==> src/hdl/assert_macros.svh <==
// ----------------------------------------------------------------------------
// assert_macros.svh
// Concurrent assertion shorthands, clocked on clk and disabled in reset.
// ----------------------------------------------------------------------------
`ifndef ASSERT_MACROS_SVH
`define ASSERT_MACROS_SVH

// condition must hold at every edge
`define ASSERT_ALWAYS(label, cond, msg) \
    label: assert property (@(posedge clk) disable iff (!rst_n) (cond)) else $error(msg);

// consequent in the same cycle as the antecedent
`define ASSERT_SAME(label, ante, cons, msg) \
    label: assert property (@(posedge clk) disable iff (!rst_n) (ante) |-> (cons)) \
        else $error(msg);

// consequent in the cycle after the antecedent
`define ASSERT_NEXT(label, ante, cons, msg) \
    label: assert property (@(posedge clk) disable iff (!rst_n) (ante) |=> (cons)) \
        else $error(msg);

`endif

==> src/hdl/pat_pkg.sv <==
// ----------------------------------------------------------------------------
// pat_pkg
// Shared constants and types of the pending acknowledgement table.
// ----------------------------------------------------------------------------
package pat_pkg;

    localparam int MAX_ENTRIES = 100;
    localparam int COUNT_W     = $clog2(MAX_ENTRIES + 1);

    localparam logic [1:0] CMD_ADD    = 2'd0;
    localparam logic [1:0] CMD_REMOVE = 2'd1;
    localparam logic [1:0] CMD_CLEAR  = 2'd2;

    localparam logic [1:0] ST_OK        = 2'd0;
    localparam logic [1:0] ST_FULL      = 2'd1;
    localparam logic [1:0] ST_NOT_FOUND = 2'd2;

    typedef struct packed {
        logic [31:0] seq_num;
        logic [31:0] container_id;
        logic [31:0] stamp;
    } rec_t;

    typedef struct packed {
        logic cmp;
        logic shift;
    } cell_ctrl_t;

    typedef enum logic {
        S_IDLE,
        S_SEARCH
    } state_t;

endpackage

==> src/hdl/pat_cell.sv <==
// ----------------------------------------------------------------------------
// pat_cell
// One slot of the table: holds a record, compares its sequence number and
// takes its neighbor's record when a hit lies at or below it.
// ----------------------------------------------------------------------------
module pat_cell (
    input  logic                clk,
    input  logic                rst_n,
    input  pat_pkg::cell_ctrl_t ctrl,
    input  logic                occupied,
    input  logic                load,
    input  logic [31:0]         key,
    input  pat_pkg::rec_t       rec_in,
    input  pat_pkg::rec_t       rec_nbr,
    input  logic                hit_in,
    output logic                hit_out,
    output pat_pkg::rec_t       rec_out
);

    pat_pkg::rec_t rec_reg;
    logic          match_reg;
    logic          match_next;

    assign match_next = ctrl.cmp ? (occupied && (rec_reg.seq_num == key)) : match_reg;
    assign hit_out    = hit_in | match_reg;
    assign rec_out    = rec_reg;

    always_ff @(posedge clk or negedge rst_n)
    begin
        if (!rst_n)
        begin
            match_reg <= 1'b0;
        end
        else
        begin
            match_reg <= match_next;
        end
    end

    always_ff @(posedge clk)
    begin
        if (load)
        begin
            rec_reg <= rec_in;
        end
        else if (ctrl.shift && hit_out)
        begin
            rec_reg <= rec_nbr;
        end
    end

endmodule

==> config.mk <==
export PLATFORM = sky130hd
export DESIGN_NAME = pat_cell
export DESIGN_NICKNAME = d
export VERILOG_FILES = /design/src/hdl/assert_macros.svh /design/src/hdl/pat_pkg.sv /design/src/hdl/pat_cell.sv
export SDC_FILE = /design/constraint.sdc
export NUM_CORES = 1
export LEC_CHECK = 0
export BUFFER_PORTS_ARGS = -buffer_cell sky130_fd_sc_hd__buf_2
export CAP_MARGIN = 15
export CORE_AREA = 5 5 123 125
export CTS_CLUSTER_SIZE = 25
export DETAILED_ROUTE_END_ITERATION = 16
export DIE_AREA = 0 0 128 130
export MAX_ROUTING_LAYER = met4
export PLACE_DENSITY = 0.71
export SLEW_MARGIN = 20
export SYNTH_ARGS = -nofsm -noshare
export SYNTH_HDL_FRONTEND = slang
export SYNTH_SLANG_ARGS = --single-unit
==> constraint.sdc <==
create_clock -name clk -period 3.6 [get_ports clk]
set_input_delay 0.54 -clock clk [delete_from_list [all_inputs] [get_ports clk]]
set_output_delay 0.54 -clock clk [all_outputs]
set_load 0.02 [all_outputs]
==> metrics, run 1 <==
startpoint types flop; Crit Path Max Fanout 2; final period utilization 0.526; chip width 128 um; register-to-register setup slack 1710 ps; Syn Area/Cell 17.6 um^2; Final nets 812; Post-Synthesis Cell Area 4430 um^2; Die ar. 16600 um^2; Critical Path Sink match_reg$_DFFE_PN0P_; core area 13800 um^2; drc violations 0; sequential element share of the synthesized area 0.656; max reg flops 96; Peak VDD IR 0.000270 V; Sinks on Clock Net 97; unrepaired setup endpoints after global routing no; WP buf/inv 0; post-layout util 0.480; wire per inst 16.5 um; synthesized flop and latch total 97; total global-route track usage 0.149; Filler Cell Count 1210; hold buffers post-CTS 1; CP top delay family simple AND/OR/NAND/NOR gates; routability cong. 0.918; CP required 3860 ps; drt first pass iters 4; Port Buf Inserts 327; Clock Tree Buf Depth 2; DRT antenna net count 0; vias in the first global route 3632; start point of the critical path rec_out[71]$_DFFE_PP_; FMAX 528 MHz; initial drt markers 65; TritonCTS buffer count 9; Clk pin slew, worst setup/hold paths 60 ps; setup TNS 0 ps; reg2reg end match_reg$_DFFE_PN0P_; fin cells 766; Pwr Density 442 nW/um^2; Vert. Die Dim 130 um; FF-to-FF Start rec_out[71]$_DFFE_PP_; Slew Viols, Final 0; CP Depth 5; status finished clean; most frequent cells in the layout buf_2, edfxtp_1, mux2_1; synthesis warning total 0; Worst Path Arrival 2150 ps; skew final 3.73 ps; Initial Utilization 0.322; Worst path slowest cell or4_1; CP max stage delay 570 ps; CTS tree done; Vias/cell 4.47; final hold slack 419 ps; root buf cell clkbuf_16; share of post-route cells with drive strength above 1 0.633; relative slew slack 0.619; Post-Syn Instances 251; cells along the critical path xor2_1 -> nor4_1 -> nand4_1 -> or4_1 -> o22ai_2; insertion delay to the later sink of the worst-skew pair 330 ps; reg2reg path depth 5; global route overflow 0; syn_nets 482; Final min period 1890 ps; worst setup path class flop to flop; Worst-Margin Slew 571 ps; Rows 43; leakage power 0.00294 uW; hold crit path type primary input to flop; final WL 12700 um; Setup Fix Bufs, Post-CTS 0; synth-to-layout area growth 49.4%; io pins 328; final hold viol count 0; Vias 3427; post-CTS sizing 0; Antenna Cells 0; first-pass GRT wire length 18400 um; # setup viols final 0; maximum number of pins on one net before global-route repair 97; Unique masters post-synth 18; total power 2920 uW; dpl cells 749; CP Capture Type flop; maxcap violations 0; most common cell after layout, fill and taps aside buf_2; H-tree depth 3; initial antenna violation count 0; dpl hpwl 10400 um
Yosys cell counts:
master / count / share of area
mux2_2: 25 / 0.064
buf_1: 5 / 0.0042
clkbuf_1: 2 / 0.0017
or4_1: 1 / 0.0017
o22ai_2: 1 / 0.0028
xor2_1: 20 / 0.040
nand4_4: 1 / 0.0048
mux2_1: 71 / 0.18
or2_2: 1 / 0.0014
edfxtp_1: 96 / 0.65
inv_1: 1 / 0.00085
buf_2: 4 / 0.0045
nand3_1: 1 / 0.0011
nor4_1: 5 / 0.0071
dfrtp_1: 1 / 0.0056
a21o_1: 1 / 0.0017
xnor2_1: 12 / 0.024
nand4_1: 3 / 0.0042
worst register-to-register path, delay by kind of cell (launching register included):
family / cells / cell delay (ps)
AO/OA/AOI/OAI: 1 / 100
AND/OR/NAND/NOR: 3 / 1120
flip-flops: 1 / 440
XOR/XNOR: 1 / 170
area by class of cell:
type | count | area [um^2] | area share
Clock buffer | 10 | 229 | 0.0346
Clock inverter | 6 | 82.6 | 0.0125
Inverter | 1 | 3.75 | 0.000567
Tap cell | 180 | 225 | 0.0340
Multi-Input combinational cell | 142 | 1480 | 0.224
Sequential cell | 97 | 2910 | 0.439
Timing Repair Buffer | 330 | 1690 | 0.255
layer usage:
metal	vias up	wire length [um]	global-route usage
li1	1624	-	-
met1	1568	4730	0.165
met2	218	6320	0.251
met3	17	1400	0.0512
met4	0	222	0.0549
met5	-	0	-
logic make-up (layout without fill, tap and decap cells):
group,count (synthesis),after routing,share of synthesized area
AO/OA/AOI/OAI,2,2,0.00452
XOR/XNOR,32,32,0.0633
buffers and inverters,12,347,0.0113
flip-flops,97,97,0.656
multiplexers,96,96,0.244
AND/OR/NAND/NOR,12,12,0.0203
through the flow:
stage,setup slack [ps],instance area (um^2)
after floorplan,814,4430
after global placement,1440,6290
after detailed placement,1450,6290
after CTS,1630,6620
after global routing,1610,6620
final,1710,6620
where the power goes:
group	internal [uW]	switching (uW)	leakage, uW
sequential	1360	35.7	0.000973
combinational	239	289	0.00182
clock	604	398	0.000144
total	2200	723	0.00294
how the worst min path moves through the flow:
stage / start / to / slack [ps] / depth (start not counted)
2_1_floorplan: rst_n / match_reg$_DFFE_PN0P_ / 240 / 0
3_3_place_gp: rst_n / match_reg$_DFFE_PN0P_ / 330 / 1
3_5_place_dp: rst_n / match_reg$_DFFE_PN0P_ / 330 / 1
4_1_cts: ctrl[1] / match_reg$_DFFE_PN0P_ / 390 / 2
5_1_grt: ctrl[1] / match_reg$_DFFE_PN0P_ / 400 / 2
6_report: ctrl[1] / match_reg$_DFFE_PN0P_ / 420 / 2
Power figures use the tool's default switching activity.
==> run 2: changes to the inputs <==
clock period = 2 ns   (was 3.6 ns; I/O delays follow)
==> metrics, run 2 (synthesized netlist as in run 1, its figures left out) <==
setup TNS 0 ps (unchanged); initial drt markers 116 (+78%); most frequent cells in the layout buf_2, edfxtp_1, mux2_1; global route overflow 0 (unchanged); total global-route track usage 0.154 (+0.00431); first-pass GRT wire length 19000 um (+3.4%); maximum number of pins on one net before global-route repair 54 (-44%); max reg flops 96 (unchanged); Filler Cell Count 1237 (+2.2%); Antenna Cells 0 (unchanged); Clk pin slew, worst setup/hold paths 70 ps (about the same); Placed Area 6350 um^2 (+0.87%); final WL 13000 um (+2.7%); Rows 43 (unchanged); Port Buf Inserts 327 (unchanged); CP Capture Type flop; Vert. Die Dim 130 um (unchanged); flip-flop and latch area 2910 um^2 (unchanged); logic gate share of total power 0.189 (+0.008); area of the multi-input gates 1490 um^2 (+0.42%); insertion delay to the later sink of the worst-skew pair 330 ps (about the same); FMAX 537 MHz (+1.7%); Pwr Density 774 nW/um^2 (+75%); Worst Path Arrival 2120 ps (-30 ps); leakage power 0.00296 uW (+0.78%); startpoint types flop; final period utilization 0.931 (+0.405); hold crit path type primary input to flop; Vias/cell 4.46 (-0.32%); Final Cell Area 6650 um^2 (+0.57%); register share of total power 0.488 (+0.011); Vias 3434 (+0.20%); drc violations 0 (unchanged); skew final 4.99 ps (+1.26 ps); Die ar. 16600 um^2 (unchanged); Worst-Margin Slew 292 ps (-279 ps); Crit Path Max Fanout 2 (unchanged); Peak VDD IR 0.000401 V (+48%); H-tree depth 3 (unchanged); Power Internal 3850 uW (+75%); final hold viol count 0 (unchanged); DRT antenna net count 0 (unchanged); Psw 1300 uW (+80%); drt first pass iters 4 (unchanged); worst setup path class flop to flop; post-layout util 0.483 (+0.00272); wire per inst 16.9 um (+2.1%); Worst Slack Setup Final 137 ps (-1570 ps); relative slew slack 0.804 (+0.184); share of post-route cells with drive strength above 1 0.637 (+0.00418); vias in the first global route 3892 (+7.2%); register-to-register setup slack 140 ps (-1570 ps); # setup viols final 0 (unchanged); Slew Viols, Final 0 (unchanged); Clk pwr share 0.323 (-0.020); maxcap violations 0 (unchanged); initial antenna violation count 0 (unchanged); CTS tree done; Place WS 36.5 ps (-1410 ps); Sinks on Clock Net 97 (unchanged); io pins 328 (unchanged); root buf cell clkbuf_16; final hold slack 178 ps (-241 ps); core area 13800 um^2 (unchanged); Final nets 816 (+0.49%); chip width 128 um (unchanged); Clock Tree Buf Depth 2 (unchanged); TritonCTS buffer count 9 (unchanged); Final min period 1860 ps (-31.4 ps); synth-to-layout area growth 50.2%; most common cell after layout, fill and taps aside buf_2; dpl hpwl 10800 um (+4.0%); status finished clean; routability cong. 0.961 (+4.7%); switching part of the total 0.252 (+0.00515); CP required 2260 ps (-1600 ps); unrepaired setup endpoints after global routing no; Initial Utilization 0.322 (unchanged)
## run 2: metal layers
metal  global-route usage  part of all wire
met1                0.163              0.36
met2                0.271              0.52
met3               0.0540              0.11
met4               0.0437             0.014
met5                    -                 0
## run 2: power groups by stage
stage,combinational [uW],clock [uW],sequential [uW]
floorplan,273,0,2770
detailed placement,980,0,2560
finish,972,1660,2510
CTS,988,1730,2520
global placement,963,0,2550
global route,1050,1820,2530
## run 2: metrics by stage
stage | instances | power [uW]
global route | 770 | 5400
detailed placement | 753 | 3540
global placement | 753 | 3510
floorplan | 251 | 3040
finish | 770 | 5150
CTS | 770 | 5230
## run 2: cell type report
cell class / count / share of cell area
tap: 180 / 0.0338
multi-input combinational: 142 / 0.223
timing repair buffer: 334 / 0.262
clock buffer: 10 / 0.0344
clock inverter: 6 / 0.00884
sequential: 97 / 0.437
inverter: 1 / 0.000564
## run 2: path summary, 6_finish.rpt
check	start	to	cells past startpoint
worst min-delay path	ctrl[1]	match_reg$_DFFE_PN0P_	2
max in group asynchronous	rst_n	match_reg$_DFFE_PN0P_	2
worst min register to register	match_reg$_DFFE_PN0P_	match_reg$_DFFE_PN0P_	2
min in group asynchronous	rst_n	match_reg$_DFFE_PN0P_	2
worst max-delay path	rec_out[82]$_DFFE_PP_	match_reg$_DFFE_PN0P_	5
worst max register to register	rec_out[82]$_DFFE_PP_	match_reg$_DFFE_PN0P_	5
## run 2: timing repair
item                                    CTS  global route
hold buffers                              1             0
endpoints found under the setup margin    0             1
setup buffers                             0             0
endpoints found under the hold margin     1             0
resized for setup                         0             1
## run 2: worst max-delay path, stage by stage (launching register included)
cell and delay (ps):
edfxtp_1 410, xor2_1 170, nor4_1 330, nand4_1 190
or4_1 570, o22ai_2 110
==> run 3: changes to the inputs <==
MAX_ROUTING_LAYER = unset   (was met4)
SKIP_CTS_REPAIR_TIMING = 1   (was unset)
==> metrics, run 3 (synthesized netlist as in run 1, its figures left out) <==
insertion delay to the later sink of the worst-skew pair 340 ps (about the same); maxcap violations 0 (unchanged); core area 13800 um^2 (unchanged); Vias 3425 (-0.26%); Vert. Die Dim 130 um (unchanged); chip width 128 um (unchanged); drc violations 0 (unchanged); Final min period 1860 ps (-0.388 ps); most common cell after layout, fill and taps aside buf_2; leakage power 0.00296 uW (unchanged); drt first pass iters 4 (unchanged); skew final 5.60 ps (+0.611 ps); TritonCTS buffer count 9 (unchanged); max reg flops 96 (unchanged); Slew Viols, Final 0 (unchanged); Clk pin slew, worst setup/hold paths 70 ps (about the same); total global-route track usage 0.149 (-0.00491); Filler Cell Count 1237 (unchanged); routability cong. 0.944 (-1.8%); H-tree depth 3 (unchanged); share of post-route cells with drive strength above 1 0.637 (unchanged); CP Capture Type flop; status finished clean; Clock Tree Buf Depth 2 (unchanged); cells along the critical path xor2_1 -> nor4_1 -> nand4_1 -> or4_1 -> o22ai_2; Die ar. 16600 um^2 (unchanged); total power 5150 uW (about the same); DRT antenna net count 0 (unchanged); final hold slack 179 ps (+0.314 ps); most frequent cells in the layout buf_2, edfxtp_1, mux2_1; WP buf/inv 0 (unchanged); flip-flop and latch area 2910 um^2 (unchanged); root buf cell clkbuf_16; synth-to-layout area growth 50.2% (unchanged); FMAX 537 MHz (about the same); CP top delay family simple AND/OR/NAND/NOR gates; Peak VDD IR 0.000401 V (about the same); Pwr Density 774 nW/um^2 (about the same); first-pass GRT wire length 19100 um (about the same); Port Buf Inserts 327 (unchanged); initial drt markers 116 (unchanged); wire per inst 16.9 um (+0.18%); Antenna Cells 0 (unchanged); maximum number of pins on one net before global-route repair 54 (unchanged); global route overflow 0 (unchanged); # setup viols final 0 (unchanged); Vias/cell 4.45 (-0.26%); hold crit path type primary input to flop; area of the multi-input gates 1490 um^2 (unchanged); Sinks on Clock Net 97 (unchanged); Worst path slowest cell or4_1; Crit Path Max Fanout 2 (unchanged); final WL 13000 um (+0.18%); Rows 43 (unchanged); Final nets 816 (unchanged); dpl hpwl 10800 um (unchanged); CTS tree done; Worst Path Arrival 2120 ps (about the same); Worst-Margin Slew 292 ps (+0.258 ps); relative slew slack 0.803 (about the same); initial antenna violation count 0 (unchanged); unrepaired setup endpoints after global routing no; io pins 328 (unchanged); Initial Utilization 0.322 (unchanged); setup TNS 0 ps (unchanged); final hold viol count 0 (unchanged); startpoint types flop; worst setup path class flop to flop; CP required 2260 ps (about the same); vias in the first global route 3878 (-0.36%); CP max stage delay 570 ps (about the same); final period utilization 0.931 (about the same)
## run 3: final cells by class
| type | count | area share |
|---|---|---|
| clock buffers | 10 | 0.0344 |
| well taps | 180 | 0.0338 |
| multi-input cells | 142 | 0.223 |
| clock inverters | 6 | 0.00884 |
| repair buffers | 334 | 0.262 |
| flip-flops and latches | 97 | 0.437 |
| inverters | 1 | 0.000564 |
## run 3: report_power, final
| part | switching [uW] | internal, uW | total (uW) | leakage, uW |
|---|---|---|---|---|
| logic | 529 | 442 | 972 | 0.00185 |
| clock network | 704 | 961 | 1660 | 0.000138 |
| registers | 66.1 | 2450 | 2510 | 0.000973 |
## run 3: worst register-to-register path, stage by stage (launching register included)
cell      delay [ps]
edfxtp_1         410
xor2_1           170
nor4_1           330
nand4_1          200
or4_1            570
o22ai_2          110
## run 3: worst paths after layout
check	depth (start not counted)	startpoint	slack, ps	end
max	5	rec_out[82]$_DFFE_PP_	140	match_reg$_DFFE_PN0P_
min	2	ctrl[1]	180	match_reg$_DFFE_PN0P_
max reg2reg	5	rec_out[82]$_DFFE_PP_	140	match_reg$_DFFE_PN0P_
min reg2reg	2	match_reg$_DFFE_PN0P_	560	match_reg$_DFFE_PN0P_
max in group asynchronous	2	rst_n	1620	match_reg$_DFFE_PN0P_
min in group asynchronous	2	rst_n	290	match_reg$_DFFE_PN0P_
## run 3: per-stage QoR
stage / worst slack, ps / area (um^2) / instances / util
2_1_floorplan: 32.9 / 4440 / 251 / -
4_1_cts: 38.1 / 6640 / 769 / 0.482
3_5_place_dp: 36.5 / 6350 / 753 / 0.461
3_3_place_gp: 59.4 / 6350 / 753 / 0.461
5_1_grt: 92.8 / 6650 / 770 / 0.483
6_report: 137 / 6650 / 770 / 0.483
## run 3: per-layer routing
metal / global-route usage / vias to the layer above / share of wire
li1: - / 1634 / -
met1: 0.155 / 1563 / 0.35
met2: 0.271 / 214 / 0.52
met3: 0.0651 / 14 / 0.12
met4: 0.0431 / 0 / 0.012
met5: 0 / - / 0
